==> src/rtl/vsh_pkg.sv <==
// Shared constants, types and the arctangent table for the velocity speed and heading block.
package vsh_pkg;

    localparam int CORDIC_STAGES = 16;              // rotation stages, 12..24
    localparam int TABLE_LEN     = 24;              // tabulated arctangents
    localparam int FRAC_BITS     = 20;              // fraction bits on x and y
    localparam int SQRT_STEPS    = 16;              // one result bit per step
    localparam int CORDIC_RUN    = (CORDIC_STAGES < TABLE_LEN) ? CORDIC_STAGES : TABLE_LEN;
    localparam int NUM_ITER      = (CORDIC_RUN > SQRT_STEPS) ? CORDIC_RUN : SQRT_STEPS;
    localparam int IDX_W         = $clog2(NUM_ITER);
    localparam int VW            = 16;              // velocity word width
    localparam int CW            = VW + FRAC_BITS + 4;  // x/y width with gain headroom
    localparam int AW            = 32;              // angle: 2^32 is one turn
    localparam int SW            = 32;              // sum of squares width
    localparam int PW            = AW + 16;         // angle times scale
    localparam int DATA_W        = 48;              // three packed 16-bit fields

    localparam logic [15:0]   HEADING_SCALE = 16'd36000;  // hundredths of a degree per turn
    localparam logic [AW-1:0] HALF_TURN     = 32'h8000_0000;
    localparam logic [PW-1:0] ROUND_HALF    = PW'(64'h8000_0000);

    // One lane of the iteration pipeline: CORDIC state and square-root state.
    typedef struct packed {
        logic signed [CW-1:0] x;
        logic signed [CW-1:0] y;
        logic [AW-1:0]        ang;
        logic                 zf;      // east and north both zero
        logic [SW-1:0]        op;      // square-root remainder
        logic [SW-1:0]        res;     // square-root partial root
        logic signed [VW-1:0] up;
    } t_lane;

    // atan(2^-i) as a fraction of a full turn
    function automatic logic [AW-1:0] atan_turn(input logic [4:0] idx);
        logic [AW-1:0] v;
        case (idx)
            5'd0:    v = 32'h20000000;
            5'd1:    v = 32'h12E4051E;
            5'd2:    v = 32'h09FB385B;
            5'd3:    v = 32'h051111D4;
            5'd4:    v = 32'h028B0D43;
            5'd5:    v = 32'h0145D7E1;
            5'd6:    v = 32'h00A2F61E;
            5'd7:    v = 32'h00517C55;
            5'd8:    v = 32'h0028BE53;
            5'd9:    v = 32'h00145F2F;
            5'd10:   v = 32'h000A2F98;
            5'd11:   v = 32'h000517CC;
            5'd12:   v = 32'h00028BE6;
            5'd13:   v = 32'h000145F3;
            5'd14:   v = 32'h0000A2FA;
            5'd15:   v = 32'h0000517D;
            5'd16:   v = 32'h000028BE;
            5'd17:   v = 32'h0000145F;
            5'd18:   v = 32'h00000A30;
            5'd19:   v = 32'h00000518;
            5'd20:   v = 32'h0000028C;
            5'd21:   v = 32'h00000146;
            5'd22:   v = 32'h000000A3;
            5'd23:   v = 32'h00000051;
            default: v = '0;
        endcase
        return v;
    endfunction

endpackage

==> src/rtl/vsh_prep.sv <==
// Front stages: input capture, squares and half-plane fold, sum of squares.
module vsh_prep import vsh_pkg::*; (
    input  logic                 i_clk,
    input  logic                 i_rst_n,
    input  logic                 i_vld,
    output logic                 o_rdy,
    input  logic signed [VW-1:0] i_east,
    input  logic signed [VW-1:0] i_north,
    input  logic signed [VW-1:0] i_up,
    output logic                 o_vld,
    input  logic                 i_rdy,
    output t_lane                o_lane
);

    logic                 r_vld0, r_vld1, r_vld2;
    logic                 adv0, adv1, adv2;
    logic signed [VW-1:0] r_east, r_north, r_up0, r_up1;
    logic signed [2*VW-1:0] r_ee, r_nn;
    logic signed [CW-1:0] r_x, r_y;
    logic [AW-1:0]        r_ang;
    logic                 r_zf;
    t_lane                r_lane;

    logic signed [CW-1:0] n_x, n_y;
    logic [AW-1:0]        n_ang;

    assign adv2  = ~r_vld2 | i_rdy;
    assign adv1  = ~r_vld1 | adv2;
    assign adv0  = ~r_vld0 | adv1;
    assign o_rdy = adv0;
    assign o_vld = r_vld2;
    assign o_lane = r_lane;

    // fold the left half-plane (north < 0) onto the right by a half turn
    always_comb begin
        n_x   = CW'(r_north) <<< FRAC_BITS;
        n_y   = CW'(r_east) <<< FRAC_BITS;
        n_ang = '0;
        if (r_north < 0) begin
            n_x   = -n_x;
            n_y   = -n_y;
            n_ang = HALF_TURN;
        end
    end

    always_ff @(posedge i_clk) begin
        if (!i_rst_n) begin
            r_vld0 <= 1'b0;
            r_vld1 <= 1'b0;
            r_vld2 <= 1'b0;
        end else begin
            if (adv0) r_vld0 <= i_vld;
            if (adv1) r_vld1 <= r_vld0;
            if (adv2) r_vld2 <= r_vld1;
        end
    end

    always_ff @(posedge i_clk) begin
        if (adv0) begin
            r_east  <= i_east;
            r_north <= i_north;
            r_up0   <= i_up;
        end
        if (adv1) begin
            r_ee  <= r_east * r_east;
            r_nn  <= r_north * r_north;
            r_x   <= n_x;
            r_y   <= n_y;
            r_ang <= n_ang;
            r_zf  <= (r_east == '0) && (r_north == '0);
            r_up1 <= r_up0;
        end
        if (adv2) begin
            r_lane.x   <= r_x;
            r_lane.y   <= r_y;
            r_lane.ang <= r_ang;
            r_lane.zf  <= r_zf;
            r_lane.op  <= unsigned'(r_ee) + unsigned'(r_nn);
            r_lane.res <= '0;
            r_lane.up  <= r_up1;
        end
    end

endmodule

==> config.mk <==
export PLATFORM = sky130hd
export DESIGN_NAME = vsh_prep
export DESIGN_NICKNAME = d
export VERILOG_FILES = /design/src/rtl/vsh_pkg.sv /design/src/rtl/vsh_prep.sv
export SDC_FILE = /design/constraint.sdc
export NUM_CORES = 1
export LEC_CHECK = 0
export ABC_AREA = 1
export BUFFER_PORTS_ARGS = -buffer_cell sky130_fd_sc_hd__buf_2
export CORE_ASPECT_RATIO = 0.8
export CORE_MARGIN = 2
export CORE_UTILIZATION = 63
export DETAILED_ROUTE_END_ITERATION = 6
export PLACE_DENSITY_LB_ADDON = 0.1
export SLEW_MARGIN = 25
export SYNTH_ARGS = -nofsm -noshare
export SYNTH_HDL_FRONTEND = slang
export SYNTH_SLANG_ARGS = --single-unit
==> constraint.sdc <==
create_clock -name i_clk -period 7.48 [get_ports i_clk]
set_input_delay 1.122 -clock i_clk [delete_from_list [all_inputs] [get_ports i_clk]]
set_output_delay 1.122 -clock i_clk [all_outputs]
set_load 0.05 [all_outputs]
Word level (Yosys, flattened, before mapping)
Cells that the tools add are included.
Cells by class
  multiply operators: 2
  bitwise gates (word level): 6
  reductions and logical operators: 3
  multiplexer cells: 3
  magnitude comparators: 1
  add/sub/neg operators: 3
Operator list (count)
  40-bit two-way mux: 2
  36-bit negator with 40-bit output: 2
  16-bit by 16-bit multiplier with 32-bit output: 2
  32-bit adder: 1
  16-bit zero test: 2
  32-bit two-way mux: 1
  16-bit by 1-bit < comparator with 1-bit output, second input constant: 1
  1-bit inverter: 3
  1-bit OR: 3
  1-bit logical AND: 1
Storage, ports and cells
  output and inout bits: 195
  register bits after elaboration: 405
  input port bits: 52

Longest topological paths before layout
Gate-level depths: netlist (run 1).
  word-level depth: 4
  gate-level depth with buffers: 28
  mapped depth without buffers: 26

Worst setup path after synthesis (run 1)
Ideal clock, no wire load.
  path kind: input port to flip-flop
  start point: input i_rdy
  end point: register r_ang[31], enable pin
  library setup time: 471 ps
  data arrival time: 5707 ps
  setup slack: 1302 ps
  required time: 7009 ps
  stages: 4
  buffers on the path: 0
  cell sequence: inv_1 -> nand2_1 -> nor2_1 -> inv_1
On the way
  cells in the longest elaborated chain, start to end: 2
RTL lines
  start: declaration: RTL line vsh_prep.sv:11  | input logic i_rdy,
  1-bit OR: RTL line vsh_prep.sv:27  | assign adv2 = ~r_vld2 | i_rdy;
  net adv2: RTL line vsh_prep.sv:16  | logic adv0, adv1, adv2;
  1-bit OR: RTL line vsh_prep.sv:28  | assign adv1 = ~r_vld1 | adv2;
  net adv1: RTL line vsh_prep.sv:16
  end signal: assignment: RTL line vsh_prep.sv:69  | r_ang <= n_ang;
  end: declaration: RTL line vsh_prep.sv:20  | logic [AW-1:0] r_ang;
The timed path passes the listed nets, and every way through them passes these cells.
A chain may end at the register's enable or synchronous reset.

Final worst setup path (run 1)
  start point: register r_north[15]
  end point: register r_nn[28] (data pin)
On the way
  cells in the longest elaborated chain, start to end: 1
RTL lines
  start: declaration: RTL line vsh_prep.sv:17  | logic signed [VW-1:0] r_east, r_north, r_up0, r_up1;
  start signal: assignment: RTL line vsh_prep.sv:61  | r_north <= i_north;
  16-bit by 16-bit multiplier with 32-bit output: RTL line vsh_prep.sv:66  | r_nn <= r_north * r_north;
  end signal: assignment: RTL line vsh_prep.sv:66
  end: declaration: RTL line vsh_prep.sv:18  | logic signed [2*VW-1:0] r_ee, r_nn;
Every way passes these cells.

==> qor.csv, run 1 <==
metric,value,unit
status,"complete, no violations",
grt_pass1_vias,23100,
cp-start-kind,register,
die_h,205,um
synth_area,31700,sq um
grt_antenna_before_repair,0,
rsz0062_at_grt,no,
core,49700,sq um
synth.top_cell.area_share,29.7,%
portBuffers,143,
cts_made_buffers,29,
worst_slack,1.08,ns
cts_hold_buf,0,
yosys.area_share.xor_xnor,2.85,%
cts_setup_buffers,0,
path_clk_slew,0.06,ns
die_area,52100,sq um
routed_wirelength,75700,um
cp.required,7.82,ns
netlist-cell-type-count,46,
min_to,r_up1[9]$_DFFE_PP_,
syn_inst,3585,
synth_area_per_cell,8.83,sq um
final_common_cell,inv_1,
final_cell_mix,"inv_1 (979), nand2_1 (844), fa_1 (470)",
maxCapViolCount,0,
final_antenna_net_count,0,
grt_max_degree,78,
cts_tree,yes,
min_period,6.40,ns
critPathArrivalTime,6.75,ns
finClkSkew,0.0194,ns
rr_startpoint,r_north[15]$_DFFE_PP_,
first_pass_iters,6,
worstHoldPathCells,0,
tightest_slew,1.09,ns
synth_compound_area_share,2.49,%
max_stage_delay,0.83,ns
synthMuxAreaShare,0,%
drive_gt1_share,8.61,%
yosys_warnings,0,
setup_viol,0,
hold_violations,0,
vias,22500,
drc,0,
crit_family,adder cells,
rrSetupSlack,1.08,ns
post-place-cells,4365,
maxSlewViolCount,0,
crit_chain,nand2_1 > inv_1 > fa_1 > fa_1 > inv_1 > fa_1 > fa_1 > fa_1 > fa_1 > inv_1 > ha_1 > nand2_1 > nor2_1 > nand2_1 > nor3_1 > nand2_1 > nand4_1 > nand2_1,
grt_usage,30.4,%
initial_core_util,63.7,%
synth_top_family_by_area,adder cells,
r2r_cells,18,
drt_iter0_markers,1714,
cp_max_fo,21,
hold_path.startpoint,r_up0[9]$_DFFE_PP_,
cts_buffer_depth,3,
clock_latency,0.60,ns
rr_endpoint,r_nn[28]$_DFFE_PP_,
clock_sinks,259,
grt-ovfl-total,0,
pre_cts_ws,1.12,ns
synth-simple-area-share,16.5,%
cts_resized,0,
cts-root-buf,clkbuf_16,
synth-adder-area-share,38.3,%
worst_slew_margin_rel,27.1,%
netlist_top_cells_area,"fa_1 (30%), edfxtp_1 (24%), inv_1 (12%), nand2_1 (10%), ha_1 (8.6%)",
wl_per_cell,17.1,um
globalplace.congestion,0.934,
setup-tns-final,0,ns
cp_slowest_cell,edfxtp_1,
io_pins,247,
chipWidth,255,um
dp_hpwl,64100,um
cpMostUsedCell,fa_1,
ys_ff_latch,259,
via_per_inst,5.10,
fin_crit_sh,85.6,%
min_path_type,register to register,
ys_seq_area_share,24.5,%
fillCellCount,4092,
criticalPathCategory,register to register,
syn_to_final_growth,6.43,%
fp-row-count,73,
final_nets,4461,
htreeDepth,1,
cp-end-kind,register,
grt_first_pass_wirelength,122000,um
finalNonFillerCells,4416,
max_freq,0.156,GHz
diodes,0,
timing.hold.ws,0.415,ns
synth.largest_area_cell,fa_1,
critPathBufInv,3,
layer usage:
layer	vias up	global-route usage (%)	part of all wire (%)
li1	10700	-	-
met4	0	6.45	2.0
met3	82	7.61	10
met5	-	0	0
met2	816	43.3	41
met1	10900	47.0	47
worst reg2reg max path, delay by kind of cell (launching register included):
family | cells | cell delay (ns)
fa+ha+maj | 7 | 3.74
flops | 1 | 0.83
simple gates | 8 | 1.24
buf+inv | 3 | 0.36
cells in the mapped netlist, drive strengths merged:
master,count
fa,470
or2,4
ha,218
conb,1
xor2,85
buf,143
nor2,160
a21boi,1
a31oi,2
dfxtp,3
clkbuf,30
a21oi,74
o211ai,1
o21a,3
nand2,860
inv,1000
o21bai,25
a21o,4
edfxtp,256
xnor2,18
o21ai,20
nand3b,8
nand4,36
nor4,3
a31o,4
nor3,33
and2,2
nand3,119
clkinv,2
worst max path at each step:
stage	start	endpoint	slack, ns	cells past startpoint
2_1_floorplan	i_rdy	r_ang[31]$_DFFE_PP_	1.30	4
6_report	r_north[15]$_DFFE_PP_	r_nn[28]$_DFFE_PP_	1.08	18
3_5_place_dp	r_north[15]$_DFFE_PP_	r_nn[31]$_DFFE_PP_	1.12	22
3_3_place_gp	r_north[15]$_DFFE_PP_	r_nn[31]$_DFFE_PP_	1.22	22
4_1_cts	r_north[15]$_DFFE_PP_	r_nn[31]$_DFFE_PP_	1.08	22
5_1_grt	r_north[15]$_DFFE_PP_	r_nn[28]$_DFFE_PP_	0.60	18
cell families (layout without fill, tap and decap cells):
family / Yosys count / in the layout
AO/OA/AOI/OAI: 134 / 134
XOR/XNOR: 103 / 103
adder cells (fa/ha/maj): 688 / 688
buffers and inverters: 1175 / 1225
flip-flops: 259 / 259
other: 1 / 107
AND/OR/NAND/NOR: 1225 / 1225
layout make-up:
class	instances	area [sq um]	area share (%)
sequential	259	7750	23.0
multi-input combinational	2257	19500	57.7
clock inverter	21	231	0.687
timing repair buffer	172	933	2.77
tap	675	845	2.51
clock buffer	30	729	2.16
inverter	1002	3770	11.2
registers in the layout, indices dropped and copies added (netlist names):
signal,cells
o_lane,90
r_x,19
o_vld,1
r_y,19
r_up0,16
r_ang,1
r_nn,31
r_ee,31
r_up1,16
r_north,16
r_vld0,1
r_zf,1
r_east,16
r_vld1,1
metrics by stage:
step                      util (%)  cell area (sq um)
after floorplan                  -              32100
final                         67.8              33700
after global routing          67.8              33700
after detailed placement      65.9              32700
after global placement        65.9              32700
after CTS                     67.8              33700
Power of run 1 is left out: the tool's default activity adds up to more than one toggle a clock period on the data nets, which glitch-free logic cannot reach.
==> run 2: changes to the inputs <==
--- a/config.mk
+++ b/config.mk
@@ -17,2 +17,3 @@
 export SYNTH_HDL_FRONTEND = slang
 export SYNTH_SLANG_ARGS = --single-unit
+export TNS_END_PERCENT = 30
==> constraint.sdc (replaced) <==
create_clock -name i_clk -period 7.48 [get_ports i_clk]
set_input_delay 1.122 -clock i_clk [delete_from_list [all_inputs] [get_ports i_clk]]
set_output_delay 1.122 -clock i_clk [all_outputs]
set_load 0.005 [all_outputs]
==> qor.csv, run 2 (same netlist as run 1, synthesis figures left out) <==
metric,value,unit
first_pass_iters,5,
cts_tree,yes,
final_cell_mix,"inv_1 (979), nand2_1 (844), fa_1 (470)",
largest_reg_flops,90,
max_freq,0.156,GHz
multi_input_area,19500,sq um
final_antenna_net_count,0,
cts_setup_buffers,0,
syn_to_final_growth,6.39,%
pre_cts_ws,1.11,ns
core,49700,sq um
placed_area,32700,sq um
grt_usage,30.1,%
via_per_inst,5.14,
drive_gt1_share,8.60,%
cp_slowest_cell,edfxtp_1,
critPathArrivalTime,6.79,ns
cts_buffer_depth,3,
die_h,205,um
dp_hpwl,64500,um
globalplace.congestion,0.932,
cp_max_fo,20,
fillCellCount,4043,
final_nets,4461,
grt_antenna_before_repair,1,
postLayoutCellArea,33700,sq um
grt-ovfl-total,0,
routed_wirelength,76200,um
chipWidth,255,um
worst_slack,1.05,ns
grt_first_pass_wirelength,121000,um
timing.hold.ws,0.417,ns
max_stage_delay,1.09,ns
final_common_cell,inv_1,
tightest_slew,1.13,ns
maxSlewViolCount,0,
initial_core_util,63.7,%
hold_violations,0,
grt_pass1_vias,22700,
criticalPathCategory,register to register,
maxCapViolCount,0,
io_pins,247,
clock_sinks,259,
finClkSkew,0.0161,ns
fin_crit_sh,85.9,%
drc,0,
cp-start-kind,register,
fp-row-count,73,
wl_per_cell,17.2,um
vias,22700,
die_area,52100,sq um
clock_latency,0.60,ns
seq_area,7750,sq um
min_period,6.43,ns
cts_resized,0,
worst_slew_margin_rel,24.8,%
crit_chain,nand2_1 > inv_1 > fa_1 > inv_1 > fa_1 > fa_1 > fa_1 > inv_1 > fa_1 > inv_1 > fa_1 > inv_1 > ha_1 > nand2_1 > inv_1 > a21oi_1 > nand3_1 > nand2_1 > nand3_1 > nand2_1 > nand2_1,
cp-end-kind,register,
cts_made_buffers,29,
htreeDepth,1,
setup-tns-final,0,ns
cts_hold_buf,0,
rsz0062_at_grt,no,
setup_viol,0,
drt_iter0_markers,1745,
cts-root-buf,clkbuf_16,
path_clk_slew,0.07,ns
status,"complete, no violations",
portBuffers,143,
cp.required,7.84,ns
min_path_type,register to register,
grt_max_degree,78,
[run 2: cell count changes in the layout (fill, tap and decap cells not counted), sizes merged]
cell	delta
bufinv	-1
clkbuf	+4
diode	+2
clkinv	+1
clkinvlp	-1
[run 2: worst paths after layout]
check / slack [ns] / cells past startpoint / from / endpoint
max reg2reg: 1.05 / 21 / r_east[9]$_DFFE_PP_ / r_ee[29]$_DFFE_PP_
max: 1.05 / 21 / r_east[9]$_DFFE_PP_ / r_ee[29]$_DFFE_PP_
min: 0.42 / 0 / r_x[34]$_DFFE_PP_ / o_lane[187]$_DFFE_PP_
min reg2reg: 0.42 / 0 / r_x[34]$_DFFE_PP_ / o_lane[187]$_DFFE_PP_
[run 2: metal layers]
layer / GRT usage [%] / vias up / part of all wire [%]
met2: 43.1 / 856 / 41
li1: - / 10700 / -
met3: 7.89 / 74 / 10
met1: 46.4 / 11100 / 46
met5: 0 / - / 0
met4: 5.87 / 0 / 1.7
[run 2: through the flow]
stage | util, % | instances
after floorplan | - | 3691
after global placement | 65.9 | 4365
after detailed placement | 65.9 | 4365
after CTS | 67.8 | 4419
after global routing | 67.8 | 4421
final | 67.8 | 4421
[run 2: layout make-up]
class	count	share of cell area, %
Multi-Input combinational cell	2257	57.7
Sequential cell	259	23.0
Inverter	1002	11.2
Timing Repair Buffer	172	2.77
Tap cell	675	2.51
Clock buffer	34	2.21
Clock inverter	20	0.587
Antenna cell	2	0.0149
[run 2: worst max-delay path, delay by kind of cell, from the launching register on]
family | cells | cell delay (ns)
adders and majority gates | 7 | 3.24
buffers and inverters | 6 | 0.45
AOI/OAI and AO/OA | 1 | 0.31
DFF | 1 | 1.09
and+or+nand+nor | 7 | 1.07
Power of run 2 is left out for the same reason.
