--- src/rtl/vsh_pkg.sv ---
// Shared constants, types and the arctangent table for the velocity speed and heading block.
package vsh_pkg;

    localparam int CORDIC_STAGES = 16;              // rotation stages, 12..24
    localparam int TABLE_LEN     = 24;              // tabulated arctangents
    localparam int FRAC_BITS     = 20;              // fraction bits on x and y
    localparam int SQRT_STEPS    = 16;              // one result bit per step
    localparam int CORDIC_RUN    = (CORDIC_STAGES < TABLE_LEN) ? CORDIC_STAGES : TABLE_LEN;
    localparam int NUM_ITER      = (CORDIC_RUN > SQRT_STEPS) ? CORDIC_RUN : SQRT_STEPS;
    localparam int IDX_W         = $clog2(NUM_ITER);
    localparam int VW            = 16;              // velocity word width
    localparam int CW            = VW + FRAC_BITS + 4;  // x/y width with gain headroom
    localparam int AW            = 32;              // angle: 2^32 is one turn
    localparam int SW            = 32;              // sum of squares width
    localparam int PW            = AW + 16;         // angle times scale
    localparam int DATA_W        = 48;              // three packed 16-bit fields

    localparam logic [15:0]   HEADING_SCALE = 16'd36000;  // hundredths of a degree per turn
    localparam logic [AW-1:0] HALF_TURN     = 32'h8000_0000;
    localparam logic [PW-1:0] ROUND_HALF    = PW'(64'h8000_0000);

    // One lane of the iteration pipeline: CORDIC state and square-root state.
    typedef struct packed {
        logic signed [CW-1:0] x;
        logic signed [CW-1:0] y;
        logic [AW-1:0]        ang;
        logic                 zf;      // east and north both zero
        logic [SW-1:0]        op;      // square-root remainder
        logic [SW-1:0]        res;     // square-root partial root
        logic signed [VW-1:0] up;
    } t_lane;

    // atan(2^-i) as a fraction of a full turn
    function automatic logic [AW-1:0] atan_turn(input logic [4:0] idx);
        logic [AW-1:0] v;
        case (idx)
            5'd0:    v = 32'h20000000;
            5'd1:    v = 32'h12E4051E;
            5'd2:    v = 32'h09FB385B;
            5'd3:    v = 32'h051111D4;
            5'd4:    v = 32'h028B0D43;
            5'd5:    v = 32'h0145D7E1;
            5'd6:    v = 32'h00A2F61E;
            5'd7:    v = 32'h00517C55;
            5'd8:    v = 32'h0028BE53;
            5'd9:    v = 32'h00145F2F;
            5'd10:   v = 32'h000A2F98;
            5'd11:   v = 32'h000517CC;
            5'd12:   v = 32'h00028BE6;
            5'd13:   v = 32'h000145F3;
            5'd14:   v = 32'h0000A2FA;
            5'd15:   v = 32'h0000517D;
            5'd16:   v = 32'h000028BE;
            5'd17:   v = 32'h0000145F;
            5'd18:   v = 32'h00000A30;
            5'd19:   v = 32'h00000518;
            5'd20:   v = 32'h0000028C;
            5'd21:   v = 32'h00000146;
            5'd22:   v = 32'h000000A3;
            5'd23:   v = 32'h00000051;
            default: v = '0;
        endcase
        return v;
    endfunction

endpackage

--- src/rtl/vsh_iter.sv ---
// One pipeline stage: a CORDIC vectoring step and a square-root digit step.
module vsh_iter import vsh_pkg::*; (
    input  logic             i_clk,
    input  logic             i_rst_n,
    input  logic [IDX_W-1:0] i_idx,     // stage number, tied to a constant
    input  logic             i_vld,
    output logic             o_rdy,
    input  t_lane            i_lane,
    output logic             o_vld,
    input  logic             i_rdy,
    output t_lane            o_lane
);

    logic  r_vld;
    logic  adv;
    t_lane r_lane;
    t_lane n_lane;

    assign adv    = ~r_vld | i_rdy;
    assign o_rdy  = adv;
    assign o_vld  = r_vld;
    assign o_lane = r_lane;

    always_comb begin
        logic signed [CW-1:0] dx;
        logic signed [CW-1:0] dy;
        logic [4:0]           sq_sh;
        logic [SW-1:0]        one;
        logic [SW:0]          trial;
        n_lane = i_lane;
        dx     = i_lane.y >>> i_idx;
        dy     = i_lane.x >>> i_idx;
        sq_sh  = 5'd30 - 5'({i_idx, 1'b0});
        one    = SW'(1) << sq_sh;
        trial  = {1'b0, i_lane.res} + {1'b0, one};
        if (int'(i_idx) < CORDIC_RUN) begin
            if (i_lane.y > 0) begin
                n_lane.x   = i_lane.x + dx;
                n_lane.y   = i_lane.y - dy;
                n_lane.ang = i_lane.ang + atan_turn(5'(i_idx));
            end else begin
                n_lane.x   = i_lane.x - dx;
                n_lane.y   = i_lane.y + dy;
                n_lane.ang = i_lane.ang - atan_turn(5'(i_idx));
            end
        end
        if (int'(i_idx) < SQRT_STEPS) begin
            if ({1'b0, i_lane.op} >= trial) begin
                n_lane.op  = i_lane.op - trial[SW-1:0];
                n_lane.res = (i_lane.res >> 1) + one;
            end else begin
                n_lane.res = i_lane.res >> 1;
            end
        end
    end

    always_ff @(posedge i_clk) begin
        if (!i_rst_n) begin
            r_vld <= 1'b0;
        end else if (adv) begin
            r_vld <= i_vld;
        end
    end

    always_ff @(posedge i_clk) begin
        if (adv) begin
            r_lane <= n_lane;
        end
    end

endmodule

--- config.mk ---
export PLATFORM = sky130hd
export DESIGN_NAME = vsh_iter
export DESIGN_NICKNAME = d
export VERILOG_FILES = /design/src/rtl/vsh_pkg.sv /design/src/rtl/vsh_iter.sv
export SDC_FILE = /design/constraint.sdc
export NUM_CORES = 1
export LEC_CHECK = 0
export BUFFER_PORTS_ARGS = -buffer_cell sky130_fd_sc_hd__buf_2
export CAP_MARGIN = 20
export CORE_UTILIZATION = 60
export DETAILED_ROUTE_END_ITERATION = 8
export PLACE_DENSITY = 0.85
export SETUP_SLACK_MARGIN = 0.1
export SYNTH_ARGS = -nofsm -noshare
export SYNTH_HDL_FRONTEND = slang
export SYNTH_SLANG_ARGS = --single-unit
--- constraint.sdc ---
create_clock -name i_clk -period 19.5 [get_ports i_clk]
set_input_delay 3.9 -clock i_clk [delete_from_list [all_inputs] [get_ports i_clk]]
set_output_delay 3.9 -clock i_clk [all_outputs]
set_load 0.02 [all_outputs]
Word-level counts from Yosys, hierarchy flattened
Memories as Yosys holds them, arrays and structs flattened.
Cells that the tools add are included.
{"block": "totals", "mem_bits_ro": 960, "memories": 2, "latch_bits": 0, "reg_bits": 194, "out_inout_bits": 195, "mem_bits_rw": 0, "word_cells": 33}
{"block": "op_classes", "div_mod_pow": 0, "n_mul": 0, "n_addsub": 10, "n_shift": 3, "eq_ne": 0, "bitwise_logic": 2, "n_mux": 5, "magnitude_cmp": 2, "reduce_logical": 0}
{"memory": "(name not given)", "depth": 16, "width": 30, "rd": 1, "rd_ports_with_merged_regs": 0, "write_ports": 0, "line_no": "vsh_pkg.sv:36", "text": "case (idx)"}
{"memory": "(name not given)", "depth": 16, "width": 30, "rd": 1, "rd_ports_with_merged_regs": 0, "write_ports": 0, "line_no": "vsh_pkg.sv:36"}
{"cell": "2-to-1 mux 112 bit", "n": 1}
{"cell": "2-to-1 mux 32 bit", "n": 3}
{"cell": "adder 40 bit", "n": 2}
{"cell": ">>> shifter 40 x 4 -> 40 bit", "n": 2}
{"cell": "subtractor 40 bit", "n": 2}
{"cell": "subtractor 32 bit", "n": 2}
{"cell": "greater-than comparator 40 x 1 -> 1 bit, second input constant", "n": 1}
{"cell": "adder 32 x 32 -> 33 bit", "n": 1}
{"cell": ">= comparator 32 x 33 -> 1 bit", "n": 1}
{"cell": "adder 31 x 32 -> 32 bit", "n": 1}
{"cell": "adder 32 bit", "n": 1}
{"cell": "<< shifter 1 x 5 -> 32 bit, first input constant", "n": 1}
{"cell": "2-to-1 mux 31 bit", "n": 1}
{"cell": "subtractor 5 bit, first input constant", "n": 1}
{"cell": "inverter 1 bit", "n": 1}
{"cell": "OR 1 bit", "n": 1}

Longest topological paths before layout
Gate-level depths: netlist (run 1).
{"block": "depth", "depth_word": 5, "ltp_mapped": 34, "mapped_depth_nobuf": 25}

Worst setup path after synthesis (run 1)
No wires, ideal clock.
{"block": "synth_timing", "path_type": "input to output", "from": "input port i_rdy", "to": "output port o_rdy", "slack_ns": 6.916, "t_arrival_ns": 8.684, "cell_stages": 1, "n_path_buf": 0, "path_cell_list": "nand2b_1"}
{"block": "synth_via", "elab_chain_cells": 1}
{"item": "start: declaration", "line_no": "vsh_iter.sv:10", "text": "input logic i_rdy,"}
{"item": "OR 1 bit", "line_no": "vsh_iter.sv:19", "text": "assign adv = ~r_vld | i_rdy;"}
{"item": "end: declaration", "line_no": "vsh_iter.sv:7", "text": "output logic o_rdy,"}
Every way passes these cells.

==> results.md, run 1 <==
- Num CTS Buffers: 17
- Buffer count from post-CTS setup fixing: 0
- Synth top area share: about a quarter
- Antenna violations before repair: 6
- Resized cells post-CTS: 0
- Final core occ: slightly below 70%
- Period minus WS final: 10.61 ns
- Status: completed
- Detailed-router iteration count before antenna repair: 5
- Area of the multi-input gates: roughly 16000 sq um
- # IOs: between 300 and 400
- Dominant synthesized flop cell: edfxtp_1
- Clock Skews: 0.00800 ns
- Clk buf depth: 2
- Clock transition at path regs: around 0.080 ns
- CP max FO: 85
- Fill count: 3013
- Post-route ant nets: 0
- Post-CTS Hold Fix Bufs: 0
- Grt ovf: 0
- CP Data Required Time: 19.74 ns
- WL met3: 7290 microns
- Endpoints failing hold: 0
- Proportion of layout cells with a drive suffix above 1: 21.3%
- Core Area: 37600 sq um
- Fmax: 0.0942 GHz
- Die Wd: 197 microns
- LEAKAGE: 10.9 nW
- Post-DP HPWL: 55100 microns
- # setup viols final: 0
- Vias in the first global route: roughly 21000
- DRT met1 WL: about 27000 microns
- Via count: 21762
- Die span in y: 197 microns
- Worst path slowest cell: buf_4
- Clk_lat worst skew: 0.49 ns
- Setup TNS: 0 ns
- Most used cell, CP: a21oi_1
- Setup CP Type: primary input to register
- Total wire length: just over 70000 microns
- Max stage delay on crit path: 0.63 ns
- FFs w/ async S/R, synth: 0%
- Synthesis Warnings: 0
- Hold WC Path Type: register to register
- Startpoint Class: primary input
- EDFF count, synth: 193
- DRC viols: 0
- Worst slew pin tran: 1.16 ns
- Synthesized area per cell: 9.09 sq um
- Mapped Nets: 2899
- Max Cap Viol: 0
- Crit end category: register
- FF/Latch Area: roughly 5800 sq um
- P&R area growth vs syn: 12.1%
- Synth Instances: around 2500
- Crit path arrival time: 10.85 ns
- First-pass GRT wire length: 109000 microns
- Unrepaired setup endpoints after global routing: no
- NumNets Final: 3207
- Final Wtd Congestion: 1.02
- Max Used Layer: met5
- Row cnt: between 70 and 80
- Post-Syn Area: 22800 sq um
- Yosys cell types: 94
- Sequential share of the synthesized area: 25.5%
- Cell taking the most area after synthesis: edfxtp_1
- Drt first-iter violations: 2449
- TritonCTS Sinks: 194
- Seq cells post-synth: 194
- CTS tree: yes
- Pin count of the biggest net entering global routing: between 80 and 90
- Peak VDD IR: 67.2 uV
- H-Tree Depth: 4
- Port-buffer cells: slightly below 400
- DR WL/cell: 21.0 microns
- Power Density: between 80 and 90 nW/um^2
- Final cycle utilization of the critical path: 54.4%
- Relative max-transition margin: approximately 22%
- Final Slew Violations: 0
- DR WL met2: between 30000 and 40000 microns
- Clock root cell: clkbuf_16
- Via density: 6.49
- Total GRT Usage: 35.9%
- Top area cells in the synthesized netlist: edfxtp_1 25%, ha_1 9.9%, mux4_2 8.0%
- Die Footprint: 38800 sq um
- Initial Utilization: 60.8%
[cell usage in the layout (no fill, tap or decap), drive strengths merged, types with 7 or more instances in the layout]
master   instances
a2111oi          7
a211o            8
a211oi          26
a21boi          15
a21o            73
a21oi          192
a31o            13
a31oi           52
and2            27
and3            28
buf            410
clkbuf          17
clkinv           7
edfxtp         193
ha             181
inv             70
mux2            34
mux2i           72
mux4            94
nand2          271
nand2b          36
nand3           57
nand4           28
nor2           191
nor2b           26
nor3            52
nor4            21
o211ai          14
o21a            17
o21ai          170
o21bai          27
o31ai           16
or3              9
xnor2          174
xor2           109
[worst max-delay path: cells and delay by family]
family	cells	cell delay, ns
compound gates	11	2.60
xor+xnor	1	0.14
fa+ha+maj	3	1.14
buf+inv	3	1.52
mux	1	0.42
simple gates	6	1.06
[cell families after synthesis]
kind of cell             share of synthesized area, %
XOR/XNOR                                         10.9
AO/OA/AOI/OAI                                    19.2
AND/OR/NAND/NOR                                  16.0
multiplexers                                     14.5
adder cells (fa/ha/maj)                          10.3
buffers and inverters                            3.79
flip-flops                                       25.5
[synthesized netlist by cell type, types with 5 or more instances]
cell	n
and2_1	26
a211o_1	8
nand3_1	57
a21oi_1	192
o21a_1	17
edfxtp_1	193
o21bai_1	27
o211ai_1	14
o31ai_1	16
buf_6	5
buf_1	13
inv_1	59
mux2i_1	68
nor2_1	190
nand2b_1	36
nor3_1	50
buf_2	30
mux4_1	13
o21ai_0	167
xor2_1	109
nor4_1	19
a31oi_1	52
and4_1	5
a211oi_1	25
o31a_1	6
a21o_1	73
mux4_2	81
nor2b_1	25
a31o_2	13
nand4_1	28
clkbuf_1	63
a21boi_0	14
or3_1	9
nand2_1	271
or2_2	6
a2111oi_0	7
ha_1	181
and3_1	27
mux2_2	33
xnor2_1	174
a41oi_1	5
[per-layer routing]
layer | GRT usage (%) | vias up
li1 | - | 10090
met1 | 43.7 | 10122
met2 | 58.6 | 1283
met3 | 7.36 | 263
met4 | 21.5 | 4
met5 | 0 | -
[final timing paths]
check                           slack (ns)                    to  cells after the start               start
worst min register to register        0.88   o_lane[8]$_DFFE_PP_                      1  o_vld$_SDFFE_PN0P_
worst max-delay path                  8.89  o_lane[49]$_DFFE_PP_                     25            i_idx[0]
worst max register to register       17.18  o_lane[20]$_DFFE_PP_                      3  o_vld$_SDFFE_PN0P_
worst min-delay path                  0.88   o_lane[8]$_DFFE_PP_                      1  o_vld$_SDFFE_PN0P_
[registers in the layout, indices dropped and copies added (netlist names)]
register  flops
o_vld         1
o_lane      193
[where the power goes]
| group | internal, W | switching (W) |
|---|---|---|
| logic | 0.000412 | 0.000684 |
| registers | 0.000618 | 0.0000329 |
| clock network | 0.000177 | 0.000195 |
[metrics by stage]
| step | power (W) | area (sq um) | instances | hold slack, ns | setup WS [ns] |
|---|---|---|---|---|---|
| global route | 0.00223 | 25600 | 3345 | 0.939 | 8.41 |
| floorplan | 0.00143 | 22800 | 2513 | 4.00 | 6.92 |
| CTS | 0.00211 | 25600 | 3344 | 0.884 | 8.96 |
| global placement | 0.00171 | 25000 | 3312 | 0.865 | 8.64 |
| finish | 0.00212 | 25600 | 3351 | 0.880 | 8.89 |
| detailed placement | 0.00173 | 25000 | 3312 | 0.863 | 8.45 |
[area by class of cell]
cell class	instances	area share, %
timing repair buffer	410	8.21
clock inverter	15	0.792
inverter	62	0.909
multi-input combinational	2136	63.2
antenna	6	0.0586
tap	511	2.50
sequential	194	22.7
clock buffer	17	1.66
No activity file was read; power rests on OpenSTA's default activity.
==> run 2, diff against run 1 <==
ABC_AREA = 1   (was default)
CORE_UTILIZATION = 54   (was 60)
PLACE_DENSITY = 0.8   (was 0.85)
clock period = 9.38 ns   (was 19.5 ns; I/O delays follow)
==> results.md, run 2 <==
- Clock Skews: about 0.011 ns
- Worst slew pin tran: 0.917 ns
- Endpoints failing hold: 0
- Clk buf depth: 2
- Dominant synthesized flop cell: edfxtp_1
- Antenna violations before repair: 4
- Most frequent cell after synthesis: nand2_1
- # IOs: 396
- Fill count: 4546
- Via density: 5.76
- Fmax: 0.133 GHz
- Synthesized area per cell: 6.49 sq um
- Top area cells in the synthesized netlist: edfxtp_1 23%, nand2_1 17%, nand3_1 10%
- Core Area: ~45000 sq um
- Num CTS Buffers: 17
- Worst reg2reg endpoint: o_lane[183]$_DFFE_PP_
- CTS tree: yes
- Die Footprint: 46600 sq um
- Commonest cells post-synth: 1098 x nand2_1, 497 x nand3_1, 368 x inv_1
- R2R setup slack: between 7 and 8 ns
- Port-buffer cells: 395
- Setup WS pre-CTS: 1.56 ns
- Clock root cell: clkbuf_16
- Reg2reg path depth: 3
- Max stage delay on crit path: 0.73 ns
- Yosys cell types: 55
- Synth Instances: ~3800
- Buffer count from post-CTS setup fixing: 0
- Final Wtd Congestion: 1.02
- Commonest non-fill, non-tap cells in the layout: 1097 x nand2_1, 497 x nand3_1, 395 x buf_2
- FFs w/ async S/R, synth: 0%
- Post-Syn Area: between 20000 and 25000 sq um
- Die Wd: 216 microns
- Drt first-iter violations: 2949
- Slack of the critical path: about 1.9 ns
- Detailed-router iteration count before antenna repair: 8
- Max Cap Viol: 0
- Clk_lat worst skew: 0.49 ns
- Setup CP Type: primary input to register
- Peak VDD IR: 156 uV
- First-pass GRT wire length: approximately 130000 microns
- Worst hold start: o_vld$_SDFFE_PN0P_
- Most common cell after layout, fill and taps aside: nand2_1
- Final core occ: 60.7%
- Initial Utilization: 54.6%
- Clock transition at path regs: roughly 0.08 ns
- P&R area growth vs syn: 11.2%
- Crit end category: register
- H-Tree Depth: 4
- Pin count of the biggest net entering global routing: 90
- NumNets Final: 4520
- TritonCTS Sinks: roughly 190
- Unrepaired setup endpoints after global routing: no
- Hold Path Sink: o_lane[0]$_DFFE_PP_
- # setup viols final: 0
- Flip-flop count of the largest register after layout: 193
- Relative max-transition margin: 38.9%
- Synth top area share: 23.5%
- Synthesis Warnings: 0
- Most used cell, CP: nand2_1
- LEAKAGE: 13.3 nW
- Mapped Nets: 4196
- Resized cells post-CTS: 0
- Proportion of layout cells with a drive suffix above 1: 12.0%
- DR WL/cell: 17.9 microns
- Final Slew Violations: 0
- Crit path arrival time: 7.78 ns
- Post-DP HPWL: 68900 microns
- Period minus WS final: 7.52 ns
- Hold WC Path Type: register to register
- Status: completed
- Via count: around 27000
- CP max FO: 74
- DRC viols: 0
- CP Data Required Time: 9.64 ns
- Post-route ant nets: 0
- Total GRT Usage: 35.5%
- Vias in the first global route: 24672
- Worst hold stages: 1
- Setup TNS: 0 ns
- Seq cells post-synth: 194
- RR Startpoint: o_vld$_SDFFE_PN0P_
- Die span in y: 216 microns
- Startpoint Class: primary input
- Worst path slowest cell: buf_4
- Post-CTS Hold Fix Bufs: 0
- Cell taking the most area after synthesis: edfxtp_1
- Final cycle utilization of the critical path: 80.2%
- Sequential share of the synthesized area: 23.5%
- Total wire length: around 85000 microns
- Row cnt: 78
- Power Density: 163 nW/um^2
- Grt ovf: 0
- EDFF count, synth: 193
## run 2: cell types whose count changed in the layout (fill, tap and decap cells not counted), sizes merged, moves of 71 or more
| cell | delta |
|---|---|
| nand3 | +442 |
| o21ai | +75 |
| mux4 | -94 |
| inv | +316 |
| mux2i | -71 |
| nand2 | +846 |
| nor2 | +182 |
## run 2: stage by stage
step / total power, W / hold slack [ns] / instances / cell area (sq um)
floorplan: 0.00299 / 1.97 / 3810 / 24700
global placement: 0.00365 / 0.759 / 4715 / 26900
detailed placement: 0.00367 / 0.778 / 4715 / 26900
CTS: 0.00449 / 0.799 / 4747 / 27500
global route: 0.00476 / 0.826 / 4749 / 27500
finish: 0.00449 / 0.788 / 4750 / 27500
## run 2: worst max path at each step
stage	startpoint	to	slack [ns]
global placement	i_idx[3]	o_lane[23]$_DFFE_PP_	1.71
floorplan	i_rdy	o_rdy	1.40
global route	i_idx[3]	o_lane[19]$_DFFE_PP_	1.39
CTS	i_idx[3]	o_lane[19]$_DFFE_PP_	2.02
finish	i_idx[3]	o_lane[19]$_DFFE_PP_	1.86
detailed placement	i_idx[3]	o_lane[19]$_DFFE_PP_	1.56
## run 2: layer usage
layer  GRT usage, %  up-vias  part of all wire, %  wire, microns
li1               -    13461                    -              -
met1           45.5    12289                   41          34600
met2           58.8     1373                   46          39100
met3           5.10      216                  8.6           7260
met4           16.5        4                  4.6           3900
met5              0        -                0.024             20
## run 2: worst max-delay path, delay by kind of cell
family / cells / cell delay (ns)
simple gates: 19 / 2.69
buf+inv: 6 / 1.89
fa+ha+maj: 2 / 0.76
compound gates: 3 / 0.52
## run 2: cells by family (layout without fill, tap and decap cells)
kind of cell	count (synthesis)	count (layout)	share of synthesized area (%)
flip-flops	194	194	23.5
multiplexers	1	1	0.0405
buffers and inverters	481	818	8.55
adder cells (fa/ha/maj)	185	185	9.49
AO/OA/AOI/OAI	590	590	13.3
other	0	3	0
AND/OR/NAND/NOR	2098	2098	35.8
XOR/XNOR	261	261	9.25
## run 2: cell type report
class / instances / area, sq um / share of cell area (%)
multi-input cells: 3135 / 16800 / 61.1
clock inverters: 14 / 185 / 0.674
clock buffers: 18 / 439 / 1.60
repair buffers: 409 / 2080 / 7.57
diodes: 3 / 7.51 / 0.0273
well taps: 600 / 751 / 2.73
flip-flops and latches: 194 / 5820 / 21.2
inverters: 377 / 1420 / 5.17
## run 2: power by group
part | switching (W) | total, W | internal (W)
sequential | 0.0000674 | 0.00135 | 0.00128
clock | 0.000392 | 0.000807 | 0.000415
combinational | 0.00158 | 0.00233 | 0.000750
