## config.mk

```make
export PLATFORM = sky130hd
export DESIGN_NAME = vsh_post
export DESIGN_NICKNAME = d
export VERILOG_FILES = /design/src/rtl/vsh_pkg.sv /design/src/rtl/vsh_post.sv
export SDC_FILE = /design/constraint.sdc
export NUM_CORES = 1
export LEC_CHECK = 0
export ABC_CLOCK_PERIOD_IN_PS = 8300
export BUFFER_PORTS_ARGS = -buffer_cell sky130_fd_sc_hd__buf_2
export CAP_MARGIN = 5
export CORE_ASPECT_RATIO = 1.2
export CORE_MARGIN = 2
export CORE_UTILIZATION = 60
export CTS_CLUSTER_SIZE = 8
export DETAILED_ROUTE_END_ITERATION = 6
export PLACE_DENSITY = 0.86
export SLEW_MARGIN = 20
export SYNTH_ARGS = -nofsm -noshare
export SYNTH_HDL_FRONTEND = slang
export SYNTH_SLANG_ARGS = --single-unit
```

## constraint.sdc

```tcl
create_clock -name i_clk -period 8.3 [get_ports i_clk]
set_input_delay 0.415 -clock i_clk [delete_from_list [all_inputs] [get_ports i_clk]]
set_output_delay 0.415 -clock i_clk [all_outputs]
set_load 0.005 [all_outputs]
```

## src/rtl/vsh_pkg.sv

```systemverilog
// Shared constants, types and the arctangent table for the velocity speed and heading block.
package vsh_pkg;

    localparam int CORDIC_STAGES = 16;              // rotation stages, 12..24
    localparam int TABLE_LEN     = 24;              // tabulated arctangents
    localparam int FRAC_BITS     = 20;              // fraction bits on x and y
    localparam int SQRT_STEPS    = 16;              // one result bit per step
    localparam int CORDIC_RUN    = (CORDIC_STAGES < TABLE_LEN) ? CORDIC_STAGES : TABLE_LEN;
    localparam int NUM_ITER      = (CORDIC_RUN > SQRT_STEPS) ? CORDIC_RUN : SQRT_STEPS;
    localparam int IDX_W         = $clog2(NUM_ITER);
    localparam int VW            = 16;              // velocity word width
    localparam int CW            = VW + FRAC_BITS + 4;  // x/y width with gain headroom
    localparam int AW            = 32;              // angle: 2^32 is one turn
    localparam int SW            = 32;              // sum of squares width
    localparam int PW            = AW + 16;         // angle times scale
    localparam int DATA_W        = 48;              // three packed 16-bit fields

    localparam logic [15:0]   HEADING_SCALE = 16'd36000;  // hundredths of a degree per turn
    localparam logic [AW-1:0] HALF_TURN     = 32'h8000_0000;
    localparam logic [PW-1:0] ROUND_HALF    = PW'(64'h8000_0000);

    // One lane of the iteration pipeline: CORDIC state and square-root state.
    typedef struct packed {
        logic signed [CW-1:0] x;
        logic signed [CW-1:0] y;
        logic [AW-1:0]        ang;
        logic                 zf;      // east and north both zero
        logic [SW-1:0]        op;      // square-root remainder
        logic [SW-1:0]        res;     // square-root partial root
        logic signed [VW-1:0] up;
    } t_lane;

    // atan(2^-i) as a fraction of a full turn
    function automatic logic [AW-1:0] atan_turn(input logic [4:0] idx);
        logic [AW-1:0] v;
        case (idx)
            5'd0:    v = 32'h20000000;
            5'd1:    v = 32'h12E4051E;
            5'd2:    v = 32'h09FB385B;
            5'd3:    v = 32'h051111D4;
            5'd4:    v = 32'h028B0D43;
            5'd5:    v = 32'h0145D7E1;
            5'd6:    v = 32'h00A2F61E;
            5'd7:    v = 32'h00517C55;
            5'd8:    v = 32'h0028BE53;
            5'd9:    v = 32'h00145F2F;
            5'd10:   v = 32'h000A2F98;
            5'd11:   v = 32'h000517CC;
            5'd12:   v = 32'h00028BE6;
            5'd13:   v = 32'h000145F3;
            5'd14:   v = 32'h0000A2FA;
            5'd15:   v = 32'h0000517D;
            5'd16:   v = 32'h000028BE;
            5'd17:   v = 32'h0000145F;
            5'd18:   v = 32'h00000A30;
            5'd19:   v = 32'h00000518;
            5'd20:   v = 32'h0000028C;
            5'd21:   v = 32'h00000146;
            5'd22:   v = 32'h000000A3;
            5'd23:   v = 32'h00000051;
            default: v = '0;
        endcase
        return v;
    endfunction

endpackage

```

## src/rtl/vsh_post.sv

```systemverilog
// Back stages: speed rounding, angle scaling to hundredths of a degree, wrap.
module vsh_post import vsh_pkg::*; (
    input  logic                 i_clk,
    input  logic                 i_rst_n,
    input  logic                 i_vld,
    output logic                 o_rdy,
    input  t_lane                i_lane,
    output logic                 o_vld,
    input  logic                 i_rdy,
    output logic [15:0]          o_speed,
    output logic [15:0]          o_heading,
    output logic signed [VW-1:0] o_vert
);

    logic                 r_vld0, r_vld1;
    logic                 adv0, adv1;
    logic [PW-1:0]        r_prod;
    logic [15:0]          r_spd0, r_spd1, r_hdg;
    logic                 r_zf;
    logic signed [VW-1:0] r_up0, r_up1;
    logic [15:0]          n_spd, n_hdg;
    logic [PW-1:0]        rnd;

    assign adv1      = ~r_vld1 | i_rdy;
    assign adv0      = ~r_vld0 | adv1;
    assign o_rdy     = adv0;
    assign o_vld     = r_vld1;
    assign o_speed   = r_spd1;
    assign o_heading = r_hdg;
    assign o_vert    = r_up1;

    // round the root up when the remainder exceeds it
    assign n_spd = (i_lane.op > i_lane.res) ? 16'(i_lane.res + 1'b1) : 16'(i_lane.res);

    assign rnd = r_prod + ROUND_HALF;
    always_comb begin
        n_hdg = rnd[PW-1:AW];
        if (n_hdg >= HEADING_SCALE || r_zf) begin
            n_hdg = '0;
        end
    end

    always_ff @(posedge i_clk) begin
        if (!i_rst_n) begin
            r_vld0 <= 1'b0;
            r_vld1 <= 1'b0;
        end else begin
            if (adv0) r_vld0 <= i_vld;
            if (adv1) r_vld1 <= r_vld0;
        end
    end

    always_ff @(posedge i_clk) begin
        if (adv0) begin
            r_prod <= PW'(i_lane.ang) * PW'(HEADING_SCALE);
            r_spd0 <= n_spd;
            r_zf   <= i_lane.zf;
            r_up0  <= i_lane.up;
        end
        if (adv1) begin
            r_spd1 <= r_spd0;
            r_hdg  <= n_hdg;
            r_up1  <= r_up0;
        end
    end

endmodule

```

After elaboration in Yosys (flattened, before gate mapping):

Index checks and enable logic that the tools add are counted.
W data, S select, Z words.

* reduce and logical (&&, ||, !) cells: 1
* mux-type cells: 1
* bitwise gates (word level): 4
* multipliers: 1
* add/sub/neg operators: 2
* magnitude comparators: 2

Operators by type and width (number)
* $add A48 B32 Y48 const B: 1
* $mul A32 B11 Y43 const B: 1
* $gt A32 B32 Y1: 1
* $add A16 B1 Y16 const B: 1
* $ge A16 B16 Y1 const B: 1
* $mux W16: 1
* $not A1 Y1: 2
* $or A1 B1 Y1: 2
* $logic_or A1 B1 Y1: 1

* output and inout port bits: 50
* input port bits: 197
* flip-flop bits (word level): 126
* logic and storage cells: 20

Depth between registers and ports, before layout:

Gate-level depths: netlist of the first run.

* depth in word-level cells: 3
* depth in mapped cells: 17
* depth with buffers taken out: 17

Least setup slack after synthesis of the first run:

OpenSTA, ideal clock, no wires.

* path type: in2reg
* from: input i_lane[105] in the netlist's numbering
* to: register r_prod[46] (data pin)
* path buffers: 1
* setup time: 0.261 ns
* data arrival time: 4.455 ns
* cell stages on the path: 16
* data required time: 8.039 ns
* setup slack: 3.584 ns
* cells stage by stage: ha_1 > ha_1 > fa_1 > fa_1 > inv_1 > fa_1 > inv_1 > ha_1 > clkbuf_1 > a21oi_1 > o2111ai_1 > a41oi_1 > nor3b_1 > a21oi_1 > nor3_1 > a311o_1

* word-level cells in the longest chain between the ends: 1

RTL lines
* from (decl): line vsh_post.sv:7 `input t_lane i_lane,`
* $mul A32 B11 Y43: line vsh_post.sv:55 `r_prod <= PW'(i_lane.ang) * PW'(HEADING_SCALE);`
* to (signal assigned): line vsh_post.sv:55
* to (decl): line vsh_post.sv:17 `logic [PW-1:0] r_prod;`

Every way passes these cells.
A chain may end at the register's enable or synchronous reset.

Worst setup path in the final report of the first run:

Ends and elaborated chain as after synthesis.

==> run_results.csv, run 1 <==
group,metric,value,unit
floorplan,rows,52,
worst_setup_path,r2r_end,"o_heading[2]",
timing,worstMarginPinSlew,0.8671,ns
global_routing,grt_max_degree,52,
floorplan,start_util,61.42,%
logic_synthesis,synthFlopType,"edfxtp_1",
clock_network,post_cts_buffers,0,
logic_synthesis,synthesis.area,10350,um^2
timing,period_minus_slack,5.020,ns
worst_setup_path,endpoint_kind,"flop",
logic_synthesis,synth_edf_count,98,
global_routing,grt_use_met2,46.32,%
final_layout,num-fill-cells,1202,
clock_network,tritoncts,"done",
place,finalWeightedCongestion,0.9413,
global_routing,grt_pass1_vias,7830,
timing,finalSetupViolCount,0,
logic_synthesis,yosysUniqueCellTypes,61,
global_routing,grt_pass1_wl,35080,um
logic_synthesis,yosysTopAreaCellShare,28.43,%
worst_setup_path,rr_startpoint,"r_prod[31]",
power,ir_worst_vdd,0.1853,mV
clock_network,hold_buffers,0,
timing,hold_viol,0,
clock_network,clock_latency,0.34,ns
worst_setup_path,critPathLaunch,"i_lane[105]",
worst_setup_path,reg2reg_depth,8,
final_layout,multi_input_area,6554,um^2
final_layout,area.growth.synth_to_final,11.94,%
place,dp_hpwl,18130,um
logic_synthesis,synth_cells,953,
timing,timing.slew.headroom,42.19,%
logic_synthesis,ys_seq_area_share,28.82,%
power,seq_power_share,25.2,%
hold_path,hp-class,"input port to flop",
timing,timing.final.crit_share,60.48,%
global_routing,gr-usage-met1,26.68,%
clock_network,ctsResizeCount,0,
routing,routed_via_density,5.595,
power,p_leak,5.747,nW
final_layout,seq_area,2983,um^2
worst_setup_path,worstPathRequired,8.38,ns
clock_network,clock-sinks,100,
floorplan,ioPinCount,247,
floorplan,core,16850,um^2
power,switchingPower,0.001376,W
logic_synthesis,synth_warnings,0,
routing,vias,7503,
run,maxCapViolCount,0,
clock_network,cts-htree-levels,3,
clock_network,clockBufferDepth,2,
routing,wl_per_cell,15.98,um
clock_network,clk_pin_slew,0.06,ns
worst_setup_path,startpoint_type,"input port",
timing,rsz0062_at_grt,"false",
power,p_comb_share,62.7,%
worst_setup_path,crit_type,"input port to flop",
logic_synthesis,async_flop_share,0,%
routing,drt_first_pass_iters,4,
routing,antenna_left,0,
global_routing,grt-ovfl-total,0,
logic_synthesis,avgSynthCellArea,10.86,um^2
logic_synthesis,synth_seq_cells,100,
logic_synthesis,synth_nets,1439,
final_layout,final_common_cell,"ha_1",
timing,finClkSkew,0.004643,ns
clock_network,cts_buffers,9,
routing,finalWirelength,21430,um
power,internal_power,0.001710,W
global_routing,antenna_found_initial,1,
place,port_buffers,166,
timing,whs,0.2458,ns
final_layout,drive_above_1_share,18.24,%
worst_setup_path,arrival,5.10,ns
power,powerDensity,266.3,nW/um^2
global_routing,globalRoute.busiestLayer,"met2",
worst_setup_path,critPathMaxFanout,11,
timing,finalSetupTns,0,ns
global_routing,grt_use_met3,2.739,%
final_layout,layout.nets,1605,
final_layout,most-common-layout-cells,"ha_1 (209), inv_1 (177), buf_2 (166), edfxtp_1 (98), fa_1 (80)",
power,p_clk_share,12.0,%
timing,max_freq,0.1992,GHz
clock_network,root_buffer,"clkbuf_16",
worst_setup_path,r2r_setup_slack,5.27,ns
status,status,"completed",
timing,slew_violations,0,
floorplan,die_x,123.9,um
worst_setup_path,endpoint,"r_prod[46]",
global_routing,gr-usage-all-layers,24.13,%
routing,dr.first_iter.drc_count,322,
logic_synthesis,netlist_top_cells_area,"edfxtp_1 (28%), ha_1 (25%), fa_1 (15%)",
routing,drc,0,
power,switching_share,44.60,%
floorplan,die_y,147.9,um
logic_synthesis,yosysTopAreaCell,"edfxtp_1",
floorplan,dieArea,18320,um^2
[per-stage QoR]
stage | area, um^2 | power, W | instances | util, % | setup slack [ns]
after floorplan | 10350 | 0.002278 | 953 | - | 3.584
after global placement | 11300 | 0.002628 | 1324 | 67.08 | 3.007
after detailed placement | 11300 | 0.002705 | 1324 | 67.08 | 2.971
after CTS | 11570 | 0.003087 | 1340 | 68.69 | 3.317
after global routing | 11590 | 0.003397 | 1341 | 68.76 | 2.976
final | 11590 | 0.003086 | 1341 | 68.76 | 3.280
[power groups by stage]
| stage | registers [W] | logic [W] | clock network [W] |
|---|---|---|---|
| detailed placement | 0.000786 | 0.00192 | 0 |
| CTS | 0.000779 | 0.00193 | 0.000377 |
| finish | 0.000779 | 0.00194 | 0.000371 |
| global route | 0.000792 | 0.00221 | 0.000392 |
| global placement | 0.000778 | 0.00185 | 0 |
| floorplan | 0.000762 | 0.00152 | 0 |
[worst max-delay path, cell delays in order]
cell,delay (ns)
buf_2,0.15
ha_1,0.32
ha_1,0.32
fa_1,0.51
fa_1,0.54
inv_1,0.05
fa_1,0.55
inv_1,0.05
ha_1,0.43
a21oi_1,0.24
o211ai_1,0.13
a211oi_1,0.22
nand4_1,0.23
a21oi_1,0.48
nor3_1,0.11
a311o_1,0.34
[worst min path at each step]
stage / cells past startpoint / slack, ns / endpoint / startpoint
floorplan: 0 / 0.40 / o_speed[0] / r_spd0[0]
global placement: 0 / 0.40 / o_speed[10] / r_spd0[10]
detailed placement: 0 / 0.40 / o_speed[9] / r_spd0[9]
CTS: 1 / 0.24 / r_up0[12] / i_lane[12]
global route: 1 / 0.24 / r_up0[0] / i_lane[0]
finish: 1 / 0.25 / r_up0[12] / i_lane[12]
[routing by layer]
metal	up-vias	wire, um
li1	3673	-
met1	3571	8208
met2	211	11690
met3	48	932
met4	0	597
met5	-	0
[cell type report]
cell class	count	share of cell area (%)
diodes	1	0.02160
clock inverters	5	0.3240
flip-flops and latches	100	25.75
repair buffers	167	7.235
clock buffers	11	2.009
multi-input cells	663	56.57
well taps	216	2.333
inverters	178	5.767
[cell families after synthesis]
group | after synthesis | share of synthesized area, %
compound gates | 135 | 8.354
flops | 100 | 28.82
simple gates | 194 | 10.26
fa+ha+maj | 289 | 40.74
mux | 4 | 0.3869
buf+inv | 190 | 7.967
xor+xnor | 41 | 3.469
[cell usage after synthesis (5+ instances only)]
master	n
nor2_4	6
ha_1	209
xnor2_1	31
o2111ai_1	7
inv_1	178
xor2_1	10
nor3_1	9
nand3_1	29
a21o_1	13
and3_1	7
a21oi_1	47
fa_1	80
o21ai_0	22
nand2_1	38
nor2_1	37
clkbuf_1	6
o21a_1	6
nand4_1	26
nor2b_1	5
o211ai_1	7
edfxtp_1	98
a211oi_1	12
nor4_1	6
[flip-flops by register name (all words and copies together) (netlist names)]
| register | count |
|---|---|
| o_heading | 16 |
| o_speed | 16 |
| o_vert | 16 |
| o_vld | 1 |
| r_prod | 17 |
| r_spd0 | 16 |
| r_up0 | 16 |
| r_vld0 | 1 |
| r_zf | 1 |
(Power assumes the default switching activity.)
==> run 2: changes to the inputs <==
Settings changed: ABC_CLOCK_PERIOD_IN_PS 8300 to 4100, CORE_UTILIZATION 60 to 50, PLACE_DENSITY 0.86 to 0.76.
Clock period 8.3 ns to 4.1 ns, I/O delays scaled along.
==> run_results.csv, run 2 (synthesis gave the netlist of run 1 again) <==
group,metric,value,unit
final_layout,final_common_cell,"inv_1",
worst_setup_path,arrival,4.18,ns
final_layout,num-fill-cells,1415,
routing,dr.first_iter.drc_count,337,
timing,period_minus_slack,4.107,ns
clock_network,clk_pin_slew,0.07,ns
floorplan,core,20250,um^2
floorplan,dieArea,21870,um^2
clock_network,cts_buffers,9,
global_routing,grt-ovfl-total,0,
final_layout,top_register,"r_prod",
power,p_leak,6.369,nW
floorplan,die_x,135.3,um
global_routing,grt_max_degree,52,
clock_network,tritoncts,"done",
global_routing,gr-usage-all-layers,21.27,%
worst_setup_path,crit_chain,"buf_2 -> ha_4 -> ha_2 -> fa_2 -> fa_1 -> inv_1 -> fa_1 -> inv_1 -> ha_4 -> a21oi_4 -> o211ai_1 -> a211oi_2 -> nand4_1 -> a21oi_4 -> nand4b_1 -> o311ai_2",
place,dp_hpwl,18670,um
timing,timing.final.crit_share,100.2,%
worst_setup_path,rr_startpoint,"r_prod[32]",
final_layout,multi_input_area,7565,um^2
worst_setup_path,worstPathRequired,4.17,ns
place,finalWeightedCongestion,0.8870,
global_routing,grt_pass1_vias,8402,
timing,finalSetupTns,-0.006562,ns
clock_network,clock_latency,0.34,ns
worst_setup_path,endpoint_kind,"flop",
place,dp_slack,-0.6515,ns
final_layout,layout.nets,1720,
timing,slew_violations,0,
worst_setup_path,critPathLaunch,"i_lane[103]",
floorplan,ioPinCount,247,
clock_network,clock-sinks,100,
final_layout,area.growth.synth_to_final,32.12,%
floorplan,start_util,51.10,%
worst_setup_path,r2r_end,"o_heading[1]",
status,violations,"negative setup slack",
worst_setup_path,cp_slowest_stage_delay,0.50,ns
timing,worstMarginPinSlew,0.8604,ns
hold_path,min_from,"i_lane[5]",
place,port_buffers,166,
timing,hold_viol,0,
timing,timing.slew.headroom,42.64,%
final_layout,most-common-layout-cells,"inv_1 (168), buf_2 (149), ha_1 (143), buf_4 (122), edfxtp_1 (98)",
worst_setup_path,reg2reg_depth,8,
floorplan,rows,57,
global_routing,antenna_found_initial,1,
timing,finalSetupViolCount,1,
timing,fin_ws,-0.006562,ns
status,status,"finished, violations left",
worst_setup_path,crit_type,"input port to flop",
power,powerDensity,589.5,nW/um^2
final_layout,largest_register_ffs,17,
floorplan,die_y,161.6,um
timing,max_freq,0.2435,GHz
global_routing,grt_pass1_wl,37710,um
routing,vias,8036,
worst_setup_path,startpoint_type,"input port",
clock_network,cts-htree-levels,3,
clock_network,clockBufferDepth,2,
clock_network,root_buffer,"clkbuf_16",
routing,drt_first_pass_iters,5,
worst_setup_path,endpoint,"r_prod[44]",
power,ir_worst_vdd,0.3211,mV
final_layout,final_cell_count_no_fill,1505,
routing,routed_via_density,5.340,
final_layout,seq_area,2983,um^2
timing,rsz0062_at_grt,"true",
hold_path,hp-class,"input port to flop",
routing,finalWirelength,24510,um
worst_setup_path,r2r_setup_slack,1.12,ns
worst_setup_path,critPathMaxFanout,7,
routing,antenna_left,0,
timing,finClkSkew,0.009211,ns
routing,wl_per_cell,16.28,um
place,dp_cells,1480,
routing,drc,0,
run,maxCapViolCount,0,
final_layout,drive_above_1_share,35.03,%
worst_setup_path,slowest_stage,"fa_1",
-- run 2: cell type report --
| type | instances | share of cell area [%] |
|---|---|---|
| Clock buffer | 9 | 1.647 |
| Multi-Input combinational cell | 663 | 55.32 |
| Clock inverter | 7 | 0.6588 |
| Inverter | 178 | 4.886 |
| Antenna cell | 1 | 0.01830 |
| Timing Repair Buffer | 282 | 13.23 |
| Tap cell | 265 | 2.425 |
| Sequential cell | 100 | 21.81 |
-- run 2: timing repair --
action,4_1_cts,5_1_grt
gates resized for setup,41,98
setup buffers,0,8
pin swaps,22,71
hold buffers,0,0
setup endpoints to repair,9,16
-- run 2: critical path: cells and delay by family --
kind            cells  cell delay, ns
compound gates      5            1.00
fa+ha+maj           6            2.27
buf+inv             3            0.27
simple gates        2            0.44
-- run 2: power by group --
group	total [W]	leakage (nW)	switching (W)	internal, W
registers	0.00157	1.07	0.000149	0.00142
logic	0.00562	5.15	0.00293	0.00270
clock network	0.000867	0.156	0.000378	0.000490
total	0.00806	6.37	0.00345	0.00461
-- run 2: through the flow --
step	hold slack (ns)	utilization, %	total power [W]	area, um^2
final	0.03218	67.51	0.008061	13670
after global routing	0.01732	67.51	0.008760	13670
after CTS	0.01550	64.16	0.007459	13000
after detailed placement	0.3831	61.06	0.006382	12370
after global placement	0.3822	61.06	0.006252	12370
after floorplan	0.3039	-	0.004953	10540
-- run 2: metal layers --
| metal | up-vias | track usage (%) | wire [um] |
|---|---|---|---|
| li1 | 3914 | - | - |
| met1 | 3873 | 23.40 | 9466 |
| met2 | 195 | 41.81 | 13570 |
| met3 | 54 | 2.103 | 773 |
| met4 | 0 | 7.481 | 695 |
| met5 | - | 0 | 0 |
-- run 2: how the worst min path moves through the flow --
stage / end / cells after the start
floorplan: r_up0[0] / 0
detailed placement: r_up0[6] / 1
global placement: r_up0[14] / 1
global route: r_up0[9] / 1
finish: r_up0[5] / 1
CTS: r_up0[5] / 1
==> run 3: changes to the inputs <==
Settings changed: ABC_CLOCK_PERIOD_IN_PS 4100 to 3300.
Clock period 4.1 ns to 3.3 ns, I/O delays scaled along.
==> run_results.csv, run 3 (synthesis gave the netlist of run 1 again) <==
group,metric,value,unit
clock_network,clk_pin_slew,0.06,ns
clock_network,cts_buffers,9,
timing,worstMarginPinSlew,0.9006,ns
final_layout,num-fill-cells,1371,
floorplan,core,20250,um^2
place,port_buffers,166,
timing,period_minus_slack,3.914,ns
final_layout,final_common_cell,"inv_1",
clock_network,clock-sinks,100,
final_layout,final_cell_count_no_fill,1539,
floorplan,dieArea,21870,um^2
routing,antenna_left,0,
timing,rsz0062_at_grt,"true",
routing,drt_first_pass_iters,7,
place,dp_hpwl,19840,um
final_layout,largest_register_ffs,17,
floorplan,ioPinCount,247,
floorplan,start_util,51.10,%
power,ir_worst_vdd,0.4865,mV
floorplan,rows,57,
global_routing,grt_max_degree,52,
global_routing,grt-ovfl-total,0,
status,status,"finished, violations left",
hold_path,hp-class,"input port to flop",
worst_setup_path,startpoint_type,"input port",
global_routing,grt_pass1_vias,8466,
timing,fin_ws,-0.6142,ns
routing,wl_per_cell,15.56,um
clock_network,root_buffer,"clkbuf_16",
routing,dr.first_iter.drc_count,373,
routing,routed_via_density,5.250,
final_layout,top_register,"r_prod",
routing,drc,0,
timing,finalSetupViolCount,17,
global_routing,gr-usage-all-layers,22.33,%
place,place_area,13340,um^2
worst_setup_path,r2r_setup_slack,0.38,ns
clock_network,tritoncts,"done",
place,dp_slack,-1.069,ns
worst_setup_path,crit_type,"input port to flop",
timing,timing.final.crit_share,118.6,%
place,finalWeightedCongestion,0.8842,
global_routing,antenna_found_initial,2,
routing,vias,8080,
final_layout,design_area,14370,um^2
worst_setup_path,rr_startpoint,"r_prod[32]",
clock_network,clockBufferDepth,2,
timing,finClkSkew,0.007243,ns
clock_network,cts-htree-levels,3,
worst_setup_path,arrival,4.00,ns
timing,slew_violations,0,
floorplan,die_x,135.3,um
status,violations,"negative setup slack",
power,powerDensity,749.5,nW/um^2
floorplan,die_y,161.6,um
final_layout,drive_above_1_share,40.57,%
timing,max_freq,0.2555,GHz
global_routing,grt_pass1_wl,39320,um
timing,finalSetupTns,-7.574,ns
worst_setup_path,critPathMaxFanout,7,
worst_setup_path,endpoint_kind,"flop",
timing,hold_viol,0,
final_layout,most-common-layout-cells,"inv_1 (151), buf_2 (145), buf_4 (132), ha_1 (129), edfxtp_1 (98)",
routing,finalWirelength,23950,um
power,p_total,0.01077,W
clock_network,clock_latency,0.34,ns
final_layout,area.growth.synth_to_final,38.87,%
timing,timing.slew.headroom,39.59,%
final_layout,layout.nets,1753,
power,p_leak,6.541,nW
run,maxCapViolCount,0,
worst_setup_path,worstPathRequired,3.39,ns
place,dp_cells,1499,
hold_path,min_from,"i_lane[5]",
worst_setup_path,critPathLaunch,"i_lane[103]",
## run 3: final timing paths
kind	end	cells past startpoint
setup / recovery	r_prod[46]	16
hold / removal	r_up0[5]	1
setup reg to reg	o_heading[4]	8
hold reg to reg	o_speed[6]	0
## run 3: through the flow
step / hold WS (ns) / util, %
after detailed placement: 0.3435 / 65.85
after CTS: 0.004134 / 70.33
after global routing: 0.007914 / 70.96
final: 0.01964 / 70.96
after floorplan: 0.2639 / -
after global placement: 0.3417 / 65.82
## run 3: power breakdown
part / internal, W / switching [W] / leakage [nW]
Sequential: 0.00177 / 0.000186 / 1.07
Combinational: 0.00392 / 0.00391 / 5.34
Clock: 0.000527 / 0.000459 / 0.137
Total: 0.00621 / 0.00456 / 6.54
## run 3: cell type report
class | count | area [um^2] | area share, %
multi-input combinational | 663 | 7948 | 55.30
sequential | 100 | 2983 | 20.75
tap | 265 | 331.6 | 2.307
timing repair buffer | 315 | 2152 | 14.97
clock inverter | 6 | 56.30 | 0.3917
antenna | 2 | 5.005 | 0.03482
clock buffer | 10 | 229.0 | 1.593
inverter | 178 | 668.1 | 4.649
## run 3: worst max-delay path, stage by stage
cell	delay, ns
buf_4	0.14
ha_4	0.25
ha_4	0.26
fa_2	0.43
fa_1	0.52
inv_1	0.06
fa_1	0.50
inv_2	0.05
ha_4	0.23
a21oi_4	0.14
o211ai_1	0.11
a211oi_1	0.23
nand4_1	0.26
a21oi_4	0.33
nor3_2	0.06
a311o_1	0.26
## run 3: metal layers
| layer | part of all wire [%] | global-route usage, % |
|---|---|---|
| met5 | 0 | 0 |
| met4 | 2.3 | 6.297 |
| met3 | 2.5 | 1.789 |
| met2 | 55 | 43.47 |
| met1 | 40 | 25.86 |
## run 3: timing repair
action                     4_1_cts  5_1_grt
gates cloned                     0        0
setup endpoints to repair       17       21
hold buffers                    14        0
hold endpoints to repair        14        0
gates resized for setup         92       25
setup buffers                    3        5
pin swaps                       52       23
